**src/hdl/kpbc_pkg.sv**
```systemverilog
// ----------------------------------------------------------------------------
// kpbc_pkg: shared types and constants for the keyed Polybius byte cipher
// Status codes, controller states, and the command and status groups that
// join the controller to the datapath.
// ----------------------------------------------------------------------------
`default_nettype none

package kpbc_pkg;

	localparam int unsigned ALPHABET_SIZE = 256;
	localparam int unsigned BYTE_W        = 8;
	localparam int unsigned FILL_W        = 9;
	localparam int unsigned STATUS_W      = 3;

	typedef enum logic [STATUS_W-1:0] {
		ST_OK       = 3'd0,
		ST_READY    = 3'd1,
		ST_NOKEY    = 3'd2,
		ST_BADCOORD = 3'd3,
		ST_ODD      = 3'd4
	} status_t;

	typedef enum logic [2:0] {
		S_IDLE,
		S_FILL,
		S_ENC_ROW,
		S_ENC_COL,
		S_DEC_OUT
	} state_t;

	typedef enum logic [1:0] {
		SEL_ZERO,
		SEL_ROW,
		SEL_COL,
		SEL_TABLE
	} emit_sel_t;

	typedef struct packed {
		logic      key_place;
		logic      fill_start;
		logic      fill_step;
		logic      enc_read;
		logic      dec_read;
		logic      hold_row;
		logic      drop_row;
		logic      emit;
		emit_sel_t emit_sel;
		status_t   emit_status;
		logic      emit_last;
	} cmd_t;

	typedef struct packed {
		logic table_ready;
		logic pending;
		logic mode;
		logic bad_coord;
		logic fill_done;
	} stat_t;

endpackage

`default_nettype wire

```
**src/hdl/kpbc_ctrl.sv**
```systemverilog
// ----------------------------------------------------------------------------
// kpbc_ctrl: request sequencer
// Decodes each accepted request against the datapath status and steps the
// table fill, encrypt and decrypt sequences.
// ----------------------------------------------------------------------------
`default_nettype none

module kpbc_ctrl
	import kpbc_pkg::*;
(
	input  wire   clk,
	input  wire   arst_n,
	input  wire   start,
	input  wire   opcode,
	input  wire   last,
	input  stat_t stat,
	output logic  busy,
	output cmd_t  cmd
);

	state_t state_q;
	state_t state_n;

	always_ff @(posedge clk or negedge arst_n) begin
		if (!arst_n) begin
			state_q <= S_IDLE;
		end else begin
			state_q <= state_n;
		end
	end

	always_comb begin
		state_n = state_q;
		busy    = (state_q != S_IDLE);
		cmd     = '0;
		cmd.emit_sel    = SEL_ZERO;
		cmd.emit_status = ST_OK;
		case (state_q)
			S_IDLE: begin
				if (start) begin
					if (!opcode) begin
						cmd.key_place = 1'b1;
						if (last) begin
							cmd.fill_start = 1'b1;
							state_n        = S_FILL;
						end
					end else if (!stat.table_ready) begin
						cmd.drop_row    = 1'b1;
						cmd.emit        = 1'b1;
						cmd.emit_status = ST_NOKEY;
						cmd.emit_last   = 1'b1;
					end else if (!stat.mode) begin
						cmd.drop_row = 1'b1;
						cmd.enc_read = 1'b1;
						state_n      = S_ENC_ROW;
					end else if (!stat.pending) begin
						if (last) begin
							cmd.emit        = 1'b1;
							cmd.emit_status = ST_ODD;
							cmd.emit_last   = 1'b1;
						end else begin
							cmd.hold_row = 1'b1;
						end
					end else begin
						cmd.drop_row = 1'b1;
						if (stat.bad_coord) begin
							cmd.emit        = 1'b1;
							cmd.emit_status = ST_BADCOORD;
							cmd.emit_last   = 1'b1;
						end else begin
							cmd.dec_read = 1'b1;
							state_n      = S_DEC_OUT;
						end
					end
				end
			end
			S_FILL: begin
				cmd.fill_step = 1'b1;
				if (stat.fill_done) begin
					cmd.emit        = 1'b1;
					cmd.emit_status = ST_READY;
					cmd.emit_last   = 1'b1;
					state_n         = S_IDLE;
				end
			end
			S_ENC_ROW: begin
				cmd.emit     = 1'b1;
				cmd.emit_sel = SEL_ROW;
				state_n      = S_ENC_COL;
			end
			S_ENC_COL: begin
				cmd.emit      = 1'b1;
				cmd.emit_sel  = SEL_COL;
				cmd.emit_last = 1'b1;
				state_n       = S_IDLE;
			end
			S_DEC_OUT: begin
				cmd.emit      = 1'b1;
				cmd.emit_sel  = SEL_TABLE;
				cmd.emit_last = 1'b1;
				state_n       = S_IDLE;
			end
			default: begin
				state_n = S_IDLE;
			end
		endcase
	end

endmodule

`default_nettype wire

```
**src/hdl/kpbc_dpath.sv**
```systemverilog
// ----------------------------------------------------------------------------
// kpbc_dpath: square storage and result registers
// Holds the square and its inverse in two memories, the used marks, the fill
// counters, the held decrypt row, the mode register and the result register.
// ----------------------------------------------------------------------------
`default_nettype none

module kpbc_dpath
	import kpbc_pkg::*;
(
	input  wire                 clk,
	input  wire                 arst_n,
	input  wire  [BYTE_W-1:0]   data_byte,
	input  wire                 cfg_valid,
	input  wire                 cfg_data,
	input  cmd_t                cmd,
	output stat_t               stat,
	output logic                strobe,
	output logic [BYTE_W-1:0]   out_byte,
	output logic [STATUS_W-1:0] status,
	output logic                last_of_run
);

	logic [BYTE_W-1:0]        sq_mem [ALPHABET_SIZE];
	logic [BYTE_W-1:0]        pos_mem [ALPHABET_SIZE];
	logic [BYTE_W-1:0]        sq_rd_q;
	logic [BYTE_W-1:0]        pos_rd_q;
	logic [ALPHABET_SIZE-1:0] used_q;
	logic [ALPHABET_SIZE-1:0] used_n;
	logic [FILL_W-1:0]        fill_q;
	logic [BYTE_W-1:0]        vcnt_q;
	logic                     ready_q;
	logic                     pend_q;
	logic [BYTE_W-1:0]        row_q;
	logic                     mode_q;

	logic                     clear;
	logic [BYTE_W-1:0]        pl_byte;
	logic [FILL_W-1:0]        pl_base;
	logic                     pl_used;
	logic                     pl_en;
	logic [BYTE_W-1:0]        dec_addr;

	assign clear    = cmd.key_place && (ready_q || (fill_q == '0));
	assign pl_byte  = cmd.key_place ? data_byte : vcnt_q;
	assign pl_base  = clear ? '0 : fill_q;
	assign pl_used  = clear ? 1'b0 : used_q[pl_byte];
	assign pl_en    = (cmd.key_place || cmd.fill_step) && !pl_used && !pl_base[FILL_W-1];
	assign dec_addr = {row_q[3:0], data_byte[3:0]};

	assign stat.table_ready = ready_q;
	assign stat.pending     = pend_q;
	assign stat.mode        = mode_q;
	assign stat.bad_coord   = (row_q[7:4] != '0) || (data_byte[7:4] != '0);
	assign stat.fill_done   = (vcnt_q == {BYTE_W{1'b1}});

	always_comb begin
		used_n = used_q;
		if (clear) begin
			used_n = '0;
		end
		if (pl_en) begin
			used_n[pl_byte] = 1'b1;
		end
	end

	always_ff @(posedge clk) begin
		if (pl_en) begin
			sq_mem[pl_base[BYTE_W-1:0]] <= pl_byte;
			pos_mem[pl_byte]            <= pl_base[BYTE_W-1:0];
		end
	end

	always_ff @(posedge clk) begin
		if (cmd.dec_read) begin
			sq_rd_q <= sq_mem[dec_addr];
		end
		if (cmd.enc_read) begin
			pos_rd_q <= pos_mem[data_byte];
		end
		if (cmd.hold_row) begin
			row_q <= data_byte;
		end
	end

	always_ff @(posedge clk or negedge arst_n) begin
		if (!arst_n) begin
			used_q  <= '0;
			fill_q  <= '0;
			vcnt_q  <= '0;
			ready_q <= 1'b0;
			pend_q  <= 1'b0;
			mode_q  <= 1'b0;
		end else begin
			used_q <= used_n;
			if (cfg_valid) begin
				mode_q <= cfg_data;
			end
			if (pl_en) begin
				fill_q <= pl_base + FILL_W'(1);
			end else if (clear) begin
				fill_q <= '0;
			end
			if (cmd.fill_start) begin
				vcnt_q <= '0;
			end else if (cmd.fill_step) begin
				vcnt_q <= vcnt_q + BYTE_W'(1);
			end
			if (clear) begin
				ready_q <= 1'b0;
			end else if (cmd.fill_step && stat.fill_done) begin
				ready_q <= 1'b1;
			end
			if (clear || cmd.drop_row) begin
				pend_q <= 1'b0;
			end else if (cmd.hold_row) begin
				pend_q <= 1'b1;
			end
		end
	end

	always_ff @(posedge clk or negedge arst_n) begin
		if (!arst_n) begin
			strobe <= 1'b0;
		end else begin
			strobe <= cmd.emit;
		end
	end

	always_ff @(posedge clk) begin
		if (cmd.emit) begin
			status      <= cmd.emit_status;
			last_of_run <= cmd.emit_last;
			case (cmd.emit_sel)
				SEL_ROW:   out_byte <= {4'd0, pos_rd_q[7:4]};
				SEL_COL:   out_byte <= {4'd0, pos_rd_q[3:0]};
				SEL_TABLE: out_byte <= sq_rd_q;
				default:   out_byte <= '0;
			endcase
		end
	end

endmodule

`default_nettype wire

```
**src/hdl/keyed_polybius_byte_cipher.sv**
```systemverilog
// ----------------------------------------------------------------------------
// keyed_polybius_byte_cipher: keyed 16x16 Polybius square over bytes
// Results appear for exactly one cycle with strobe high and cannot be stalled;
// the receiver must take every strobed result. A request is taken when start
// is high and busy is low. An encrypt request steps through a position memory
// read, then the row and then the column result, and a decrypt second byte
// through a square memory read and then the byte result. The last key byte
// starts a fill that walks all 256 byte values, one per cycle, before the
// table ready result. The user must write the mode register through
// cfg_valid/cfg_data only while idle; the block itself does not enforce it.
// ----------------------------------------------------------------------------
`default_nettype none

module keyed_polybius_byte_cipher
	import kpbc_pkg::*;
(
	input  wire                 clk,
	input  wire                 arst_n,
	input  wire                 start,
	output logic                busy,
	input  wire                 opcode,
	input  wire  [BYTE_W-1:0]   data_byte,
	input  wire                 last,
	input  wire                 cfg_valid,
	output logic                cfg_ready,
	input  wire                 cfg_data,
	output logic                strobe,
	output logic [BYTE_W-1:0]   out_byte,
	output logic [STATUS_W-1:0] status,
	output logic                last_of_run
);

	cmd_t  cmd;
	stat_t stat;

	assign cfg_ready = 1'b1;

	kpbc_ctrl u_ctrl (
		.clk    (clk),
		.arst_n (arst_n),
		.start  (start),
		.opcode (opcode),
		.last   (last),
		.stat   (stat),
		.busy   (busy),
		.cmd    (cmd)
	);

	kpbc_dpath u_dpath (
		.clk         (clk),
		.arst_n      (arst_n),
		.data_byte   (data_byte),
		.cfg_valid   (cfg_valid),
		.cfg_data    (cfg_data),
		.cmd         (cmd),
		.stat        (stat),
		.strobe      (strobe),
		.out_byte    (out_byte),
		.status      (status),
		.last_of_run (last_of_run)
	);

endmodule

`default_nettype wire
```
**config.mk**
```make
export PLATFORM = sky130hd
export DESIGN_NAME = keyed_polybius_byte_cipher
export DESIGN_NICKNAME = d
export VERILOG_FILES = /design/src/hdl/kpbc_pkg.sv /design/src/hdl/kpbc_ctrl.sv /design/src/hdl/kpbc_dpath.sv /design/src/hdl/keyed_polybius_byte_cipher.sv
export SDC_FILE = /design/constraint.sdc
export NUM_CORES = 2
export LEC_CHECK = 0
export BUFFER_PORTS_ARGS = -buffer_cell sky130_fd_sc_hd__clkbuf_2
export CAP_MARGIN = 20
export CORE_ASPECT_RATIO = 1.1
export CORE_UTILIZATION = 40
export DETAILED_ROUTE_END_ITERATION = 6
export SETUP_SLACK_MARGIN = 0.02
export SLEW_MARGIN = 20
export SYNTH_ARGS = -nofsm -noshare
export SYNTH_HDL_FRONTEND = slang
export SYNTH_SLANG_ARGS = --single-unit
```
**constraint.sdc**
```tcl
create_clock -name clk -period 28.4 [get_ports clk]
set_input_delay 1.42 -clock clk [delete_from_list [all_inputs] [get_ports clk]]
set_output_delay 1.42 -clock clk [all_outputs]
set_load 0.01 [all_outputs]
```
Yosys cells after proc, flatten, opt, wreduce, memory -nomap -nowiden:

Memory sizes are Yosys's and may differ from the RTL's. A register that Yosys moved wholly into a read port is not among the register bits.
Index checks and enable logic that the tools add are counted.

* register bits after elaboration: 300
* latch bits: 0
* memory bits (writable): 4096
* bits in read-only memories: 0
* input port bits: 15
* output and inout bits: 15
* memories kept: 2

Memories
* u_dpath.pos_mem: words 256, width 8, read ports 1, clocked after memory_dff 1, write ports 1, RTL line kpbc_dpath.sv:25 `logic [BYTE_W-1:0] pos_mem [ALPHABET_SIZE];`
* u_dpath.sq_mem: words 256, width 8, read ports 1, clocked after memory_dff 1, write ports 1, RTL line kpbc_dpath.sv:24 `logic [BYTE_W-1:0] sq_mem [ALPHABET_SIZE];`

* add/sub/neg operators: 2
* multipliers: 0
* divide/modulo/power cells: 0
* $lt $le $gt $ge: 2
* equality and inequality tests: 14
* shift operators: 0
* muxes and demuxes: 62
* bitwise logic cells: 1
* reductions and logical operators: 22

Operators with widths (number)
* $mux 256: 2
* $or 256x256->256: 1
* $mux 3: 10
* $mux 4: 7
* $mux 8: 3
* $pmux 8 s3: 1
* $mux 1: 22
* $mux 9: 2
* $mux 2: 6
* $mux 5: 2
* $add 9x1->9 const B: 1
* $logic_not 9->1: 1
* $lt 8x9->1 const B: 1
* $pmux 3 s3: 1
* $add 8x1->8 const B: 1
* $bmux 1 s8: 1
* $demux 1 s8: 1
* $eq 8x8->1 const B: 1
* $ge 8x1->1 const B: 1
* $reduce_bool 4->1: 2
* $eq 3x2->1 const B: 2
* $pmux 1 s3: 2
* $pmux 2 s3: 1
* $pmux 3 s2: 1
* 19 further kinds: 30

Depth between registers and ports, before layout:

* depth in word-level cells: 13
* depth in mapped cells: 18
* gate-level depth less buffers: 11

Cells and area by module:

From an unflattened synthesis, not the netlist that was laid out.

* cell total of the unflattened synthesis: 8104
* area total of the unflattened synthesis: 174194.6 um2

Modules (own cells, without submodules)
* kpbc_dpath: instances 1, cells each 8057, area an instance 173825.5 um2, seq. area each 131010.6 um2
* kpbc_ctrl: instances 1, cells each 45, area an instance 357.8 um2, seq. area each 75.1 um2
* keyed_polybius_byte_cipher: instances 1, cells each 2, area an instance 11.3 um2, seq. area each 0.0 um2

Least setup slack after synthesis:

OpenSTA, ideal clock, no wires.

* path kind: input to register
* start: input opcode
* end: memory u_dpath.sq_mem[0][2] (data pin)
* library setup time: 2189 ps
* data arrival time: 12210 ps
* data required time: 26211 ps
* path slack: 14001 ps
* cell stages on the path: 7
* path buffers: 4
* cell sequence: buf_2 -> nand2b_1 -> buf_4 -> nor2_1 -> buf_2 -> clkbuf_1 -> o21ai_0

* longest elaborated chain between the ends: 4

RTL lines
* from (decl): RTL line keyed_polybius_byte_cipher.sv:21 `input wire opcode,`
* $mux 2: RTL line kpbc_ctrl.sv:41 `if (!opcode) begin`
* $mux 2: RTL line kpbc_ctrl.sv:40 `if (start) begin`
* $mux 2: RTL line kpbc_ctrl.sv:38 `case (state_q)`
* $mux 8: RTL line kpbc_dpath.sv:45 `assign pl_byte = cmd.key_place ? data_byte : vcnt_q;`
* net u_dpath.pl_byte[2]: RTL line kpbc_dpath.sv:38 `logic [BYTE_W-1:0] pl_byte;`
* to (decl): RTL line kpbc_dpath.sv:24

The timed path passes the listed nets, and every way through them passes these cells.

Final worst setup path:

* start: register u_ctrl.state_q[0]
* end: memory u_dpath.sq_mem[248][3], enable pin

* longest elaborated chain between the ends: 11
* elaborated cells on any way between the ends: 17
* classes of those cells: 1 x eq/ne; 9 x mux; 7 x reduce/logical

RTL lines
* from (decl): RTL line kpbc_ctrl.sv:21 `state_t state_q;`
* from (signal assigned): RTL line kpbc_ctrl.sv:28 `state_q <= state_n;`
* $logic_not 3->1: RTL line kpbc_ctrl.sv:38
* $mux 2: RTL line kpbc_ctrl.sv:38
* $mux 8: RTL line kpbc_dpath.sv:45
* $bmux 1 s8: RTL line kpbc_dpath.sv:47 `assign pl_used = clear ? 1'b0 : used_q[pl_byte];`
* $mux 1 (not written as such): RTL line kpbc_dpath.sv:47
* $mux 1: RTL line kpbc_dpath.sv:47
* $logic_not 1->1: RTL line kpbc_dpath.sv:48 `assign pl_en = (cmd.key_place || cmd.fill_step) && !pl_used && !pl_base[FILL_W-1];`
* $logic_and 1x1->1 (2 in series): RTL line kpbc_dpath.sv:48
* $mux 1: RTL line kpbc_dpath.sv:68 `if (pl_en) begin`
* $mux 1 (not written as such): RTL line kpbc_dpath.sv:69 `sq_mem[pl_base[BYTE_W-1:0]] <= pl_byte;`

Several ways; a longest one is shown, not always the timed one. The select of a mux whose other input is x is not followed.

==> metrics <==
DPL Wire Length=261 mm; Syn Nets=7,901; arrival time of the worst setup path=8.34 ns; post-route setup slack=20.78 ns; Leakage=62.6 nW; top-count cell post-synth=edfxtp_1; Final Cycle Share=26.8%; row cnt=252; Final Max Tran Viols=0; Comb power frac=14.6%; CTS tree=yes; max-cap violations=0; PwrDens=80.2 nW/µm²; Chip Height=692 µm; pre-CTS WS=19.67 ns; crit path capture type=register; Post-CTS Resized=0; CTS clock-pin slew for the worst setup and hold paths=0.07 ns; syn_area_per_cell=21.9 µm²; vias in the first global route=85,200; top cell type's share of synthesized area=71.7%; Post-CTS Setup Bufs=0; die width=629 µm; placer congestion estimate=0.870; worst hold path class=primary input to asynchronous set/reset pin; hold bufs inserted after CTS=0; Final ANT Viol Nets=0; TritonCTS Sinks=4,412; core area=429,000 µm²; Data required, critical path=29.13 ns; worst r2r src=u_ctrl.state_q[0]$_DFFE_PN0P_; Clk pwr share=35.6%; grt total ovfl=0; FF-to-FF setup slack=20.78 ns; Seq cells post-synth=4,412; final net count=8,230; Yosys cell types=59; outcome=finished, final reports clean; Worst setup SP type=register; synthesized area=173,000 µm²; largest net degree at the start of global routing=221; clock skew=0.0749 ns; switching power=4.33 mW; DIE AREA=435,000 µm²; Syn-to-layout area delta=13.4%; Final Setup Violations=0; CTS root buf=clkbuf_16; Switching Fraction=27.5%; Synth area leaders=edfxtp_1, mux4_2, dfrtp_1, nor3_1, a21o_1; Cell Int Power=11.4 mW; initial core utilization=40.3%; Remaining DRCs=0; initial DRC count=10,000; post-layout minimum cycle time=7.62 ns; sequential share of the synthesized area=75.8%; RSZ-0062 raised after global routing=false; Post-synth EDFFs=4,132; I/O Buffers=28; Setup Crit Path Kind=register to register; WL/cell=30.5 µm; Fin. Hold Viols=0; worst vdd rail ir drop=0.165 mV; io pins=30; Clock Path Buffers=4; Worst Tran Pin Value=1.25 ns; CTS Buf Count=418; GRT Overall Usage=19.8%; total vias in the final route=83,700; worst skew pair latency=0.97 ns; top_reg_cell synth=edfxtp_1; Synth area leader=edfxtp_1; Post-synth ARST share=6.35%; layout cells sized above 1=31.1%; CTS H-tree depth=5; DRT Pass-1 Iters=6; initial antenna violation count=27; CP Max Fanout=35; Fmax achieved=131 MHz; relative slew slack=16.9%; Flop pwr share=49.8%; Post-Syn Instances=7,881; Reg2Reg Depth=16; reg-to-reg endpoint=u_dpath.sq_mem[248][3]$_DFFE_PP_; Synth Warn #=0; Via-to-Cell Ratio=5.85; DRT Wirelength=436 mm; first-pass GRT wire length=631 mm; Post-Route Setup TNS=0 ns; Post-synth top cells=edfxtp_1, mux4_2, nor3_1
-- area by class of cell --
cell class | instances | area [µm²]
tap | 5715 | 7150
fill | 35500 | 233000
inverter | 13 | 71.3
timing repair buffer | 452 | 3680
multi-input combinational | 2913 | 40400
antenna | 10 | 25.0
clock inverter | 269 | 2680
sequential | 4412 | 131000
clock buffer | 507 | 11000
-- routing by layer --
layer	vias up	global-route usage [%]	part of all wire, %
li1	34000	-	-
met1	45300	27.4	41
met2	3572	32.3	49
met3	707	3.63	7.4
met4	20	5.44	3.0
met5	-	0.132	0.044
-- how the worst max path moves through the flow --
| stage | depth (start not counted) | end | slack [ns] | startpoint |
|---|---|---|---|---|
| after global placement | 13 | u_dpath.sq_mem[138][0]$_DFFE_PP_ | 19.80 | data_byte[0] |
| after global routing | 13 | u_dpath.sq_mem[224][6]$_DFFE_PP_ | 20.57 | data_byte[0] |
| after CTS | 13 | u_dpath.sq_mem[138][1]$_DFFE_PP_ | 20.65 | data_byte[0] |
| after detailed placement | 13 | u_dpath.sq_mem[138][0]$_DFFE_PP_ | 19.67 | data_byte[0] |
| after floorplan | 7 | u_dpath.sq_mem[0][2]$_DFFE_PP_ | 14.00 | opcode |
| final | 16 | u_dpath.sq_mem[248][3]$_DFFE_PP_ | 20.78 | u_ctrl.state_q[0]$_DFFE_PN0P_ |
-- power groups by stage --
stage                     sequential [mW]  combinational [mW]  clock [mW]
after floorplan                      8.15                1.26           0
after global placement               7.96                2.20           0
after detailed placement             7.96                2.28           0
after CTS                            7.82                2.28        5.69
after global routing                 7.83                2.42        5.91
final                                7.83                2.30        5.59
-- kinds of logic (layout without fill, tap and decap cells) --
| group | count (synthesis) | after routing | synth area share (%) |
|---|---|---|---|
| adder cells (fa/ha/maj) | 5 | 5 | 0.0362 |
| AND/OR/NAND/NOR | 830 | 830 | 2.51 |
| flip-flops | 4412 | 4412 | 75.8 |
| other | 1 | 11 | 0.00217 |
| XOR/XNOR | 12 | 12 | 0.0608 |
| multiplexers | 1389 | 1389 | 17.7 |
| buffers and inverters | 556 | 1241 | 1.37 |
| AO/OA/AOI/OAI | 676 | 676 | 2.56 |
-- worst max-delay path: stages, from the launching register on --
cell,delay (ns)
dfrtp_1,0.70
nor3_4,0.65
inv_2,0.28
nor2_2,0.18
buf_4,0.34
o31a_2,0.18
buf_4,0.48
nand2b_1,0.18
buf_4,0.29
a41oi_1,0.09
nor2_1,0.57
o2111ai_2,0.38
nor3_1,0.91
nand2b_4,0.52
buf_4,0.91
nor3_1,0.34
buf_4,0.26
-- state kept, by name, indices dropped and copies added, names as in the netlist, 3 cells and up --
name	cells
u_dpath.row_q	8
u_dpath.status	3
u_ctrl.state_q	3
u_dpath.pos_mem	2048
u_dpath.vcnt_q	8
u_dpath.sq_mem	2048
u_dpath.out_byte	8
u_dpath.sq_rd_q	8
u_dpath.pos_rd_q	8
u_dpath.fill_q	9
u_dpath.used_q	256
-- layout by cell type, fill, tap and decap left out, drive strengths merged, types with 41 or more instances in the layout --
cell type	synthesis	routed
a21oi	269	269
mux4	1328	1328
a21o	249	249
clkbuf	304	529
o21ai	43	43
mux2i	41	41
nor2	81	81
nor3	491	491
buf	239	430
bufinv	0	41
edfxtp	4132	4132
nand2	148	148
o41ai	60	60
clkinv	0	178
dfrtp	280	280
-- metrics by stage --
stage / hold slack, ns / power [mW] / cells / utilization, % / instance area (µm²)
6_report: 0.428 / 15.7 / 14300 / 45.7 / 196000
5_1_grt: 0.431 / 16.2 / 14300 / 45.7 / 196000
4_1_cts: 0.390 / 15.8 / 14300 / 45.6 / 196000
3_5_place_dp: 0.466 / 10.2 / 13500 / 42.4 / 182000
3_3_place_gp: 0.460 / 10.2 / 13500 / 42.3 / 182000
2_1_floorplan: 0.450 / 9.42 / 7881 / - / 173000
No activity file was read; power rests on OpenSTA's default activity.
